<file path="src/tdfa_pkg.sv">
// ----------------------------------------------------------------------------
// tdfa_pkg
// Shared types and codes for the table-driven DFA recogniser: transaction
// payloads, item kinds, status codes and configuration register indexes.
// ----------------------------------------------------------------------------
package tdfa_pkg;

    localparam int STATE_COUNT_MAX_DEF  = 32;
    localparam int SYMBOL_COUNT_MAX_DEF = 16;

    localparam int KIND_W   = 2;
    localparam int STATE_W  = 5;
    localparam int SYMIDX_W = 4;
    localparam int CHAR_W   = 8;
    localparam int STATUS_W = 2;
    localparam int ENTRY_W  = STATE_W + 1;
    localparam int DEST_VALID_BIT = STATE_W;

    localparam int CFG_INDEX_W = 2;
    localparam int CFG_DATA_W  = 32;
    localparam int SYM_CNT_W   = 5;
    localparam int MASK_W      = 32;

    // item kinds
    localparam logic [KIND_W-1:0] KIND_WRITE_TRANS = 2'd0;
    localparam logic [KIND_W-1:0] KIND_WRITE_CHAR  = 2'd1;
    localparam logic [KIND_W-1:0] KIND_RUN_SYMBOL  = 2'd2;
    localparam logic [KIND_W-1:0] KIND_EMPTY       = 2'd3;

    // status codes; FAIL_NONE shares the encoding of an accepted string
    localparam logic [STATUS_W-1:0] STATUS_ACCEPT          = 2'd0;
    localparam logic [STATUS_W-1:0] STATUS_REJECT          = 2'd1;
    localparam logic [STATUS_W-1:0] STATUS_NOT_IN_ALPHABET = 2'd2;
    localparam logic [STATUS_W-1:0] STATUS_NO_TRANSITION   = 2'd3;
    localparam logic [STATUS_W-1:0] FAIL_NONE              = 2'd0;

    // configuration register indexes
    localparam logic [CFG_INDEX_W-1:0] CFG_SYMBOL_COUNT = 2'd0;
    localparam logic [CFG_INDEX_W-1:0] CFG_START_STATE  = 2'd1;
    localparam logic [CFG_INDEX_W-1:0] CFG_ACCEPT_MASK  = 2'd2;

    typedef struct packed {
        logic [KIND_W-1:0]   kind;
        logic [STATE_W-1:0]  state_index;
        logic [SYMIDX_W-1:0] symbol_index;
        logic [STATE_W-1:0]  dest_state;
        logic                dest_valid;
        logic [CHAR_W-1:0]   symbol_char;
        logic                last;
    } t_in_item;

    typedef struct packed {
        logic [STATUS_W-1:0] status;
        logic [STATE_W-1:0]  final_state;
        logic                accepted;
    } t_out_item;

endpackage

</file>
<file path="src/table_driven_dfa_recognizer_unit.sv">
// ----------------------------------------------------------------------------
// table_driven_dfa_recognizer_unit
// Programmable DFA string recogniser with its transition table held in a
// synchronous memory and the alphabet matched in parallel.
// ----------------------------------------------------------------------------
// Usage:
//   Input channel (i_in_valid / o_in_ready / i_in_data) carries one item per
//   transaction: a transition write, an alphabet write, one symbol of a
//   string (flagged last on the final symbol) or an empty-string query.
//   Output channel (o_out_valid / i_out_ready / o_out_data) carries one
//   result per finished string or empty-string query.
//   Configuration registers are written through i_cfg_we / i_cfg_index /
//   i_cfg_data while the block is idle.
// Sequencing:
//   Table and alphabet writes complete as they are taken. A symbol first
//   reads the table memory, then folds the read data into the current
//   state, which the next symbol's lookup address needs; no new item is
//   taken while the second stage holds one. An empty-string query also
//   passes the second stage before its result is registered at the output.
// Reset (synchronous, active low) clears the configuration registers, the
//   string status and the output valid flag; table and alphabet are undefined
//   until written. When the receiver stalls, the output register holds its
//   result; loads and non-final symbols are still taken, and a finishing
//   item waits in the second stage until the output register frees.
// ----------------------------------------------------------------------------
module table_driven_dfa_recognizer_unit
    import tdfa_pkg::*;
#(
    parameter int StateCountMax  = STATE_COUNT_MAX_DEF,
    parameter int SymbolCountMax = SYMBOL_COUNT_MAX_DEF
) (
    input  logic                   i_clk,
    input  logic                   i_rst_n,
    input  logic                   i_cfg_we,
    input  logic [CFG_INDEX_W-1:0] i_cfg_index,
    input  logic [CFG_DATA_W-1:0]  i_cfg_data,
    input  logic                   i_in_valid,
    output logic                   o_in_ready,
    input  t_in_item               i_in_data,
    output logic                   o_out_valid,
    input  logic                   i_out_ready,
    output t_out_item              o_out_data
);

    localparam int TableDepth = StateCountMax * SymbolCountMax;
    localparam int AddrW      = (TableDepth > 1) ? $clog2(TableDepth) : 1;
    localparam int IdxW       = (SymbolCountMax > 1) ? $clog2(SymbolCountMax) : 1;

    // configuration
    logic [SYM_CNT_W-1:0] r_symbol_count;
    logic [STATE_W-1:0]   r_start_state;
    logic [MASK_W-1:0]    r_accept_mask;

    // string status
    logic [STATE_W-1:0]  r_cur_state;
    logic                r_in_string;
    logic [STATUS_W-1:0] r_fail;

    // stores
    logic [ENTRY_W-1:0] r_table [TableDepth];
    logic [ENTRY_W-1:0] r_rdata;
    logic [CHAR_W-1:0]  r_alpha [SymbolCountMax];

    // second stage
    logic                r_s2_valid;
    logic                r_s2_empty;
    logic                r_s2_last;
    logic [STATE_W-1:0]  r_s2_state;
    logic [STATUS_W-1:0] r_s2_fail;

    // output register
    logic      r_out_valid;
    t_out_item r_out_data;

    // front-end signals
    logic                in_fire;
    logic                found;
    logic [IdxW-1:0]     match_idx;
    logic [STATE_W-1:0]  eff_state;
    logic [STATUS_W-1:0] eff_fail;
    logic [STATUS_W-1:0] n_s2_fail;
    logic                tbl_we;
    logic                tbl_re;
    logic                char_we;
    logic [AddrW-1:0]    wr_addr;
    logic [AddrW-1:0]    rd_addr;

    // back-end signals
    logic                out_free;
    logic                s2_emit;
    logic                s2_fire;
    logic [STATE_W-1:0]  n_state;
    logic [STATUS_W-1:0] n_fail;
    logic [STATUS_W-1:0] n_status;

    assign o_in_ready = !r_s2_valid;
    assign in_fire    = i_in_valid && o_in_ready;
    assign out_free   = !r_out_valid || i_out_ready;

    // ---------------- configuration ----------------
    always_ff @(posedge i_clk) begin
        if (!i_rst_n) begin
            r_symbol_count <= '0;
            r_start_state  <= '0;
            r_accept_mask  <= '0;
        end else if (i_cfg_we) begin
            unique case (i_cfg_index)
                CFG_SYMBOL_COUNT: r_symbol_count <= i_cfg_data[SYM_CNT_W-1:0];
                CFG_START_STATE:  r_start_state  <= i_cfg_data[STATE_W-1:0];
                CFG_ACCEPT_MASK:  r_accept_mask  <= i_cfg_data[MASK_W-1:0];
                default: ;
            endcase
        end
    end

    // ---------------- front end ----------------
    // highest matching alphabet entry below symbol_count wins
    always_comb begin
        found     = 1'b0;
        match_idx = '0;
        for (int j = 0; j < SymbolCountMax; j++) begin
            if (32'(r_symbol_count) > j && r_alpha[j] == i_in_data.symbol_char) begin
                found     = 1'b1;
                match_idx = IdxW'(j);
            end
        end
    end

    assign eff_state = r_in_string ? r_cur_state : r_start_state;
    assign eff_fail  = r_in_string ? r_fail : FAIL_NONE;

    always_comb begin
        priority if (eff_fail != FAIL_NONE) begin
            n_s2_fail = eff_fail;
        end else if (!found) begin
            n_s2_fail = STATUS_NOT_IN_ALPHABET;
        end else if (32'(eff_state) >= StateCountMax) begin
            n_s2_fail = STATUS_NO_TRANSITION;
        end else begin
            n_s2_fail = FAIL_NONE;
        end
    end

    assign rd_addr = AddrW'(32'(eff_state) * SymbolCountMax + 32'(match_idx));
    assign wr_addr = AddrW'(32'(i_in_data.state_index) * SymbolCountMax
                            + 32'(i_in_data.symbol_index));

    assign tbl_we  = in_fire && i_in_data.kind == KIND_WRITE_TRANS
                     && 32'(i_in_data.state_index) < StateCountMax
                     && 32'(i_in_data.symbol_index) < SymbolCountMax;
    assign tbl_re  = in_fire && i_in_data.kind == KIND_RUN_SYMBOL
                     && n_s2_fail == FAIL_NONE;
    assign char_we = in_fire && i_in_data.kind == KIND_WRITE_CHAR;

    always_ff @(posedge i_clk) begin
        if (tbl_we) begin
            r_table[wr_addr] <= {i_in_data.dest_valid, i_in_data.dest_state};
        end
        if (tbl_re) begin
            r_rdata <= r_table[rd_addr];
        end
    end

    always_ff @(posedge i_clk) begin
        for (int j = 0; j < SymbolCountMax; j++) begin
            if (char_we && 32'(i_in_data.symbol_index) == j) begin
                r_alpha[j] <= i_in_data.symbol_char;
            end
        end
    end

    // ---------------- second stage ----------------
    always_ff @(posedge i_clk) begin
        if (!i_rst_n) begin
            r_s2_valid <= 1'b0;
        end else if (in_fire && (i_in_data.kind == KIND_RUN_SYMBOL
                                 || i_in_data.kind == KIND_EMPTY)) begin
            r_s2_valid <= 1'b1;
        end else if (s2_fire) begin
            r_s2_valid <= 1'b0;
        end
    end

    always_ff @(posedge i_clk) begin
        if (in_fire) begin
            r_s2_empty <= i_in_data.kind == KIND_EMPTY;
            r_s2_last  <= i_in_data.last;
            r_s2_state <= (i_in_data.kind == KIND_EMPTY) ? r_start_state : eff_state;
            r_s2_fail  <= (i_in_data.kind == KIND_EMPTY) ? FAIL_NONE : n_s2_fail;
        end
    end

    assign s2_emit = r_s2_empty || r_s2_last;
    assign s2_fire = r_s2_valid && (!s2_emit || out_free);

    // fold the table entry into the state unless empty or failed; set status
    always_comb begin
        n_state = r_s2_state;
        n_fail  = r_s2_fail;
        if (!r_s2_empty && r_s2_fail == FAIL_NONE) begin
            if (r_rdata[DEST_VALID_BIT]) begin
                n_state = r_rdata[STATE_W-1:0];
            end else begin
                n_fail  = STATUS_NO_TRANSITION;
            end
        end
        if (n_fail != FAIL_NONE) begin
            n_status = n_fail;
        end else if (r_accept_mask[n_state]) begin
            n_status = STATUS_ACCEPT;
        end else begin
            n_status = STATUS_REJECT;
        end
    end

    always_ff @(posedge i_clk) begin
        if (!i_rst_n) begin
            r_cur_state <= '0;
            r_in_string <= 1'b0;
            r_fail      <= FAIL_NONE;
        end else if (s2_fire) begin
            r_cur_state <= n_state;
            r_in_string <= !s2_emit;
            r_fail      <= s2_emit ? FAIL_NONE : n_fail;
        end
    end

    // ---------------- output register ----------------
    always_ff @(posedge i_clk) begin
        if (!i_rst_n) begin
            r_out_valid <= 1'b0;
        end else if (s2_fire && s2_emit) begin
            r_out_valid <= 1'b1;
        end else if (i_out_ready) begin
            r_out_valid <= 1'b0;
        end
    end

    always_ff @(posedge i_clk) begin
        if (s2_fire && s2_emit) begin
            r_out_data.status      <= n_status;
            r_out_data.final_state <= n_state;
            r_out_data.accepted    <= n_status == STATUS_ACCEPT;
        end
    end

    assign o_out_valid = r_out_valid;
    assign o_out_data  = r_out_data;

    // ---------------- assertions ----------------
    a_symbol_enters_s2: assert property (@(posedge i_clk) disable iff (!i_rst_n)
        (in_fire && i_in_data.kind == KIND_RUN_SYMBOL) |=> r_s2_valid)
        else $error("accepted symbol did not enter the second stage");

    a_rdata_held: assert property (@(posedge i_clk) disable iff (!i_rst_n)
        (r_s2_valid && $past(r_s2_valid)) |-> $stable(r_rdata))
        else $error("table read data changed under a pending symbol");

    a_fail_code: assert property (@(posedge i_clk) disable iff (!i_rst_n)
        r_fail != STATUS_REJECT)
        else $error("sticky failure holds a non-failure code");

    a_accept_flag: assert property (@(posedge i_clk) disable iff (!i_rst_n)
        o_out_valid |-> (o_out_data.accepted == (o_out_data.status == STATUS_ACCEPT)))
        else $error("accepted flag disagrees with status");

endmodule

</file>
<file path="config.mk">
export PLATFORM = sky130hd
export DESIGN_NAME = table_driven_dfa_recognizer_unit
export DESIGN_NICKNAME = d
export VERILOG_FILES = /design/src/tdfa_pkg.sv /design/src/table_driven_dfa_recognizer_unit.sv
export SDC_FILE = /design/constraint.sdc
export NUM_CORES = 2
export LEC_CHECK = 0
export BUFFER_PORTS_ARGS = -buffer_cell sky130_fd_sc_hd__buf_4
export CORE_AREA = 4 4 733 735
export DETAILED_ROUTE_END_ITERATION = 8
export DIE_AREA = 0 0 737 739
export SLEW_MARGIN = 20
export SYNTH_ARGS = -nofsm -noshare
export SYNTH_HDL_FRONTEND = slang
export SYNTH_SLANG_ARGS = --single-unit
</file>
<file path="constraint.sdc">
create_clock -name i_clk -period 5.85 [get_ports i_clk]
set_input_delay 1.17 -clock i_clk [delete_from_list [all_inputs] [get_ports i_clk]]
set_output_delay 1.17 -clock i_clk [all_outputs]
set_load 0.1 [all_outputs]
</file>
* Word level (Yosys, flattened, before mapping)
Memories as Yosys holds them, arrays and structs flattened. A register that Yosys moved wholly into a read port is not among the register bits.
Cells that the tools add are included.
W data, S select, Z words.
** Word-level totals
- ROM bits :: 0
- Memories :: 2
- Logic and storage cells :: 277
- Bits in registers :: 69
- Bits in latches :: 0
- Input port bits :: 65
- RAM bits :: 3200
- Output and inout bits :: 10
** Memories
- r_table :: depth 512, bits a word 6, read ports 1, clocked after Yosys merged registers in 1, write ports 1, line table_driven_dfa_recognizer_unit.sv:60 : logic [ENTRY_W-1:0] r_table [TableDepth];
- r_alpha :: depth 16, bits a word 8, read ports 16, clocked after Yosys merged registers in 0, write ports 1, line table_driven_dfa_recognizer_unit.sv:62 : logic [CHAR_W-1:0] r_alpha [SymbolCountMax];
** Operators by class
- $add $sub $neg :: 2
- Reductions and logical operators :: 77
- Multipliers :: 0
- Equal/unequal tests :: 36
- $lt $le $gt $ge :: 17
- Shift-type cells :: 0
- Div/mod/pow operators :: 0
- Multiplexer cells :: 128
- Bitwise operators :: 0
** Operator list (count)
- $eq A8 B8 Y1 :: 16
- $mux W8 :: 15
- $reduce_or A8 Y1 :: 15
- $mux W4 :: 29
- $mux W1 :: 72
- $logic_and A1 B1 Y1 :: 41
- $gt A5 B4 Y1 const B :: 8
- $eq A4 B4 Y1 const B :: 8
- $gt A5 B3 Y1 const B :: 4
- $mux W5 :: 4
- $add A9 B4 Y9 :: 2
- $eq A4 B3 Y1 const B :: 4
- $mux W2 :: 7
- $gt A5 B1 Y1 const B :: 2
- $gt A5 B2 Y1 const B :: 2
- $logic_not A2 Y1 :: 5
- $eq A4 B2 Y1 const B :: 2
- $reduce_bool A2 Y1 :: 4
- $eq A2 B2 Y1 const B :: 3
- $lt A5 B6 Y1 const B :: 1
- $reduce_and A2 Y1 :: 3
- $bmux W1 S5 :: 1
- $eq A2 B1 Y1 const B :: 2
- $eq A4 B1 Y1 const B :: 1
- other kinds (3) :: 9

* Logic depth before layout (Yosys ltp)
An unclocked memory read counts as a cell.
- Word-level depth :: 23
- Gate-level depth with buffers :: 22
- Depth with buffers taken out :: 14

* Worst setup path before layout
Ideal clock, no wire load.
- Kind :: input port to flip-flop
- Start point :: in i_in_data[5] in the netlist's numbering
- End point :: reg r_rdata[3] (read register of r_table), data pin
- Path slack :: 969 ps
- Stages on the path :: 19
- Required time :: 5576 ps
- Buffers on the path :: 5
- Library setup time :: 274 ps
- Arrival time :: 4606 ps
- Path through :: buf_6 buf_12 xor2_1 nor4_2 o211ai_2 a211oi_2 o211ai_2 a21boi_4 buf_6 buf_6 buf_4 mux2i_1 o22ai_1 nor4_1 o221ai_1 a311oi_1 nand3_1 o41ai_1 o2111ai_1
** On the way
- Longest elaborated chain between the ends :: 22
- Elaborated cells on any way between the ends :: 68
- Those cells by class :: 1 x add/sub; 16 x eq/ne; 33 x mux; 18 x reduce/logical
** RTL lines
- start: declaration :: line table_driven_dfa_recognizer_unit.sv:39 : input t_in_item i_in_data,
- branches (longest 22 deep; another with $eq A8 B8 Y1)
- end: declaration :: line table_driven_dfa_recognizer_unit.sv:61 : logic [ENTRY_W-1:0] r_rdata;
Several ways; the timed one is not identified.
A chain may end at the register's enable or synchronous reset.

* Worst setup path in the final report
- Start point :: reg r_symbol_count[1]
- End point :: reg r_rdata[0] (read register of r_table), data pin
** On the way
- Longest elaborated chain between the ends :: 22
- Elaborated cells on any way between the ends :: 68
- Those cells by class :: 1 x add/sub; 16 x order compare; 33 x mux; 18 x reduce/logical
** RTL lines
- start: declaration :: line table_driven_dfa_recognizer_unit.sv:50 : logic [SYM_CNT_W-1:0] r_symbol_count;
- start signal: assignment :: line table_driven_dfa_recognizer_unit.sv:108 : CFG_SYMBOL_COUNT: r_symbol_count <= i_cfg_data[SYM_CNT_W-1:0];
- branches (longest 22 deep; another with $gt A5 B1 Y1)
Several ways; the timed one is not identified.

==> impl_metrics.ini <==
[floorplan]
start_util_pct = 24.9
dieArea_sq_mm = 0.545
rows = 268
coreArea_sq_mm = 0.531
dieHeight_um = 739
die_w_um = 737
ioPinCount = 75

[power_and_ir_drop]
vdd_drop_max_v = 0.000236
power_density_mw_per_mm2 = 307
p_total_mw = 48.3
p_leak_nw = 53.3

[layout]
fillers = 53071
drive_gt1_share_pct = 13.6
finalCoreUtilization_pct = 29.6
syn2layout_area_growth_pct = 18.9
nets = 10512

[sta]
period_needed_ns = 5.77
slew_viol_final = 0
clock.fmax_mhz = 173
skew_ns = 0.0803
relSlewSlack_pct = 17.5
tightest_slew_ns = 1.24
setup_violations = 0
hold_violations = 0
fin_crit_sh_pct = 98.6

[cts]
cts_tree = yes
clk_pin_slew_ns = 0.06
clk_latency_ns = 0.95
cts_root_buf = clkbuf_16
htreeDepth = 5
holdBufCountCts = 0
clkSinkCount = 3275
numCtsBuffers = 335
clock_path_buffers = 4

[job]
max-cap-violations = 0

[detailed_routing]
drt-met1-wl_mm = 178
routed-wl-met3_mm = 50.5
via_per_inst = 4.99
routed_wl_mm = 436
wl_per_cell_um = 24.6
drt_iter0_markers = 12970
dr_wl_met2_mm = 192
routed.top_layer = met5
drcViolationCount = 0
drtPass1Iterations = 6
route.antenna.remaining_nets = 0
dr_total_vias = 88430

[logic_synthesis]
synthCells = 9880
synth-main-ff-cell = edfxtp_1
syn_area_sq_mm = 0.132
syn-mean-instance-area_sq_um = 13.4
synth.area.top_cells = edfxtp_1 (73%), nand2_1 (6.6%), mux2i_1 (3.1%)
yosys.area.top_type_share_pct = 73.1
seq_area_frac_synth_pct = 73.9
synth_warnings = 0
yosysTopAreaCell = edfxtp_1
synth_commonest_cells = edfxtp_1 (3223), nand2_1 (2310), nor2_1 (633), nand3_1 (606), a21oi_1 (463)
synth-async-reset-ratio_pct = 0
synth.net_count = 9945
synth_seq_cells = 3275
synth_edf_count = 3223
yosysUniqueCellTypes = 85
yosysMostFrequentCell = edfxtp_1

[place]
routabilityCongestion = 0.884
hpwl_mm = 278
port_buffers = 74

[grt]
grt_max_degree = 162
grt_overflow_total = 0
antenna_found_initial = 34
grt_pass1_wl_mm = 619
grt_pass1_vias = 83673
grt_usage_pct = 15.3

[critical_path]
endpoint_kind = flop
criticalPathCategory = reg2reg
worst_ep_required_time_ns = 6.49
crit_path_start_kind = flop
worst-r2r-cell-count = 18
critPathMaxStageDelay_ns = 0.63
cpMaxStageDelayCell = dfxtp_1
r2r-end = r_rdata[0]$_DFFE_PP_
arrival_ns = 6.41
regToRegSetupSlack_ns = 0.08
cp_max_fo = 16
reg2reg_from = r_symbol_count[1]$_SDFFE_PN0P_
crit_path_frequent_cell = buf_4
crit_path_cell_trace = a311oi_1 -> nor3_1 -> nand2_1 -> o311ai_1 -> o211ai_2 -> a21boi_4 -> buf_4 -> buf_12 -> buf_4 -> mux2i_1 -> a22oi_1 -> a31oi_1 -> o22ai_1 -> buf_4 -> o21ai_0 -> and4_1 -> buf_4 -> o21ai_1

[hold_path]
min_path_type = reg2reg
hp-start = r_accept_mask[31]$_SDFFE_PN0P_
whs_path_depth = 2
whs_endpoint = r_accept_mask[31]$_SDFFE_PN0P_

[outcome]
status = complete, no violations
==> critical path, delay by kind of cell (launching register included) <==
family / cells / cell delay, ns
AOI/OAI and AO/OA: 9 / 2.51
buffers and inverters: 5 / 1.18
and+or+nand+nor: 3 / 0.90
DFF: 1 / 0.63
muxes: 1 / 0.27
==> layer usage <==
metal  up-vias  GRT usage [%]
met5         -              0
met3       850           3.41
met4        30           5.38
met2      5310           23.1
li1      37909              -
met1     44331           21.6
==> worst max-delay path by stage <==
stage	startpoint	endpoint	slack, ns	depth (start not counted)
after floorplan	i_in_data[5]	r_rdata[3]$_DFFE_PP_	0.97	19
after global placement	i_in_data[6]	r_rdata[5]$_DFFE_PP_	-0.99	19
after detailed placement	i_in_data[5]	r_rdata[5]$_DFFE_PP_	-0.98	20
after CTS	r_symbol_count[1]$_SDFFE_PN0P_	r_rdata[5]$_DFFE_PP_	0.06	17
after global routing	r_symbol_count[1]$_SDFFE_PN0P_	r_rdata[0]$_DFFE_PP_	-0.005	17
final	r_symbol_count[1]$_SDFFE_PN0P_	r_rdata[0]$_DFFE_PP_	0.08	18
==> timing repair <==
action	in CTS	in global routing
pin swaps	0	1
setup buffers	0	2
endpoints found under the setup margin	3	6
gates resized for setup	4	3
==> cell usage in the layout, fill, tap and decap left out, types with 77 or more instances in the layout <==
cell type / n
nand3_1: 602
nor2_1: 622
nand2_1: 2296
nor4_1: 77
o22ai_1: 101
clkbuf_16: 343
buf_12: 134
mux2i_1: 407
a31oi_1: 205
buf_4: 741
and3_1: 118
edfxtp_1: 3223
a21oi_1: 460
nor3_1: 125
==> cell families after synthesis <==
family | count (synthesis) | share of synthesized area [%]
AND/OR/NAND/NOR | 4061 | 13.0
AO/OA/AOI/OAI | 1325 | 6.45
buffers and inverters | 661 | 2.42
flip-flops | 3275 | 73.9
XOR/XNOR | 128 | 0.864
multiplexers | 430 | 3.29
==> stage by stage <==
stage | worst slack (ns) | cells | hold slack [ns] | TNS [ns] | cell area, sq um
5_1_grt | -0.00493 | 17721 | 0.434 | -0.00493 | 157000
3_5_place_dp | -0.981 | 17128 | 0.458 | -3.94 | 147000
3_3_place_gp | -0.988 | 17128 | 0.447 | -3.86 | 147000
4_1_cts | 0.0565 | 17716 | 0.434 | 0 | 157000
6_report | 0.0816 | 17728 | 0.461 | 0 | 157000
2_1_floorplan | 0.969 | 9880 | 0.439 | 0 | 132000
==> flip-flops by register name, indices dropped and copies added, names as in the netlist, 2 cells and up <==
signal and cells:
r_symbol_count 5, r_start_state 5, r_s2_fail 2, r_s2_state 5, r_fail 2, r_rdata 6, o_out_data 8, r_alpha 128
r_cur_state 5, r_accept_mask 32, r_table 3072
==> report_power, final <==
part	total [mW]	switching [mW]	internal (mW)
Clock	21.2	9.17	12.1
Combinational	1.28	0.974	0.307
Sequential	25.8	0.0200	25.8
==> area by class of cell <==
class | instances | area, sq um | share of cell area (%)
multi-input combinational | 5944 | 31800 | 20.2
tap | 7020 | 8780 | 5.58
inverter | 10 | 37.5 | 0.0239
timing repair buffer | 881 | 8340 | 5.30
sequential | 3275 | 97800 | 62.2
clock buffer | 403 | 8810 | 5.60
clock inverter | 185 | 1780 | 1.13
antenna | 10 | 25.0 | 0.0159
Power figures use the tool's default switching activity.
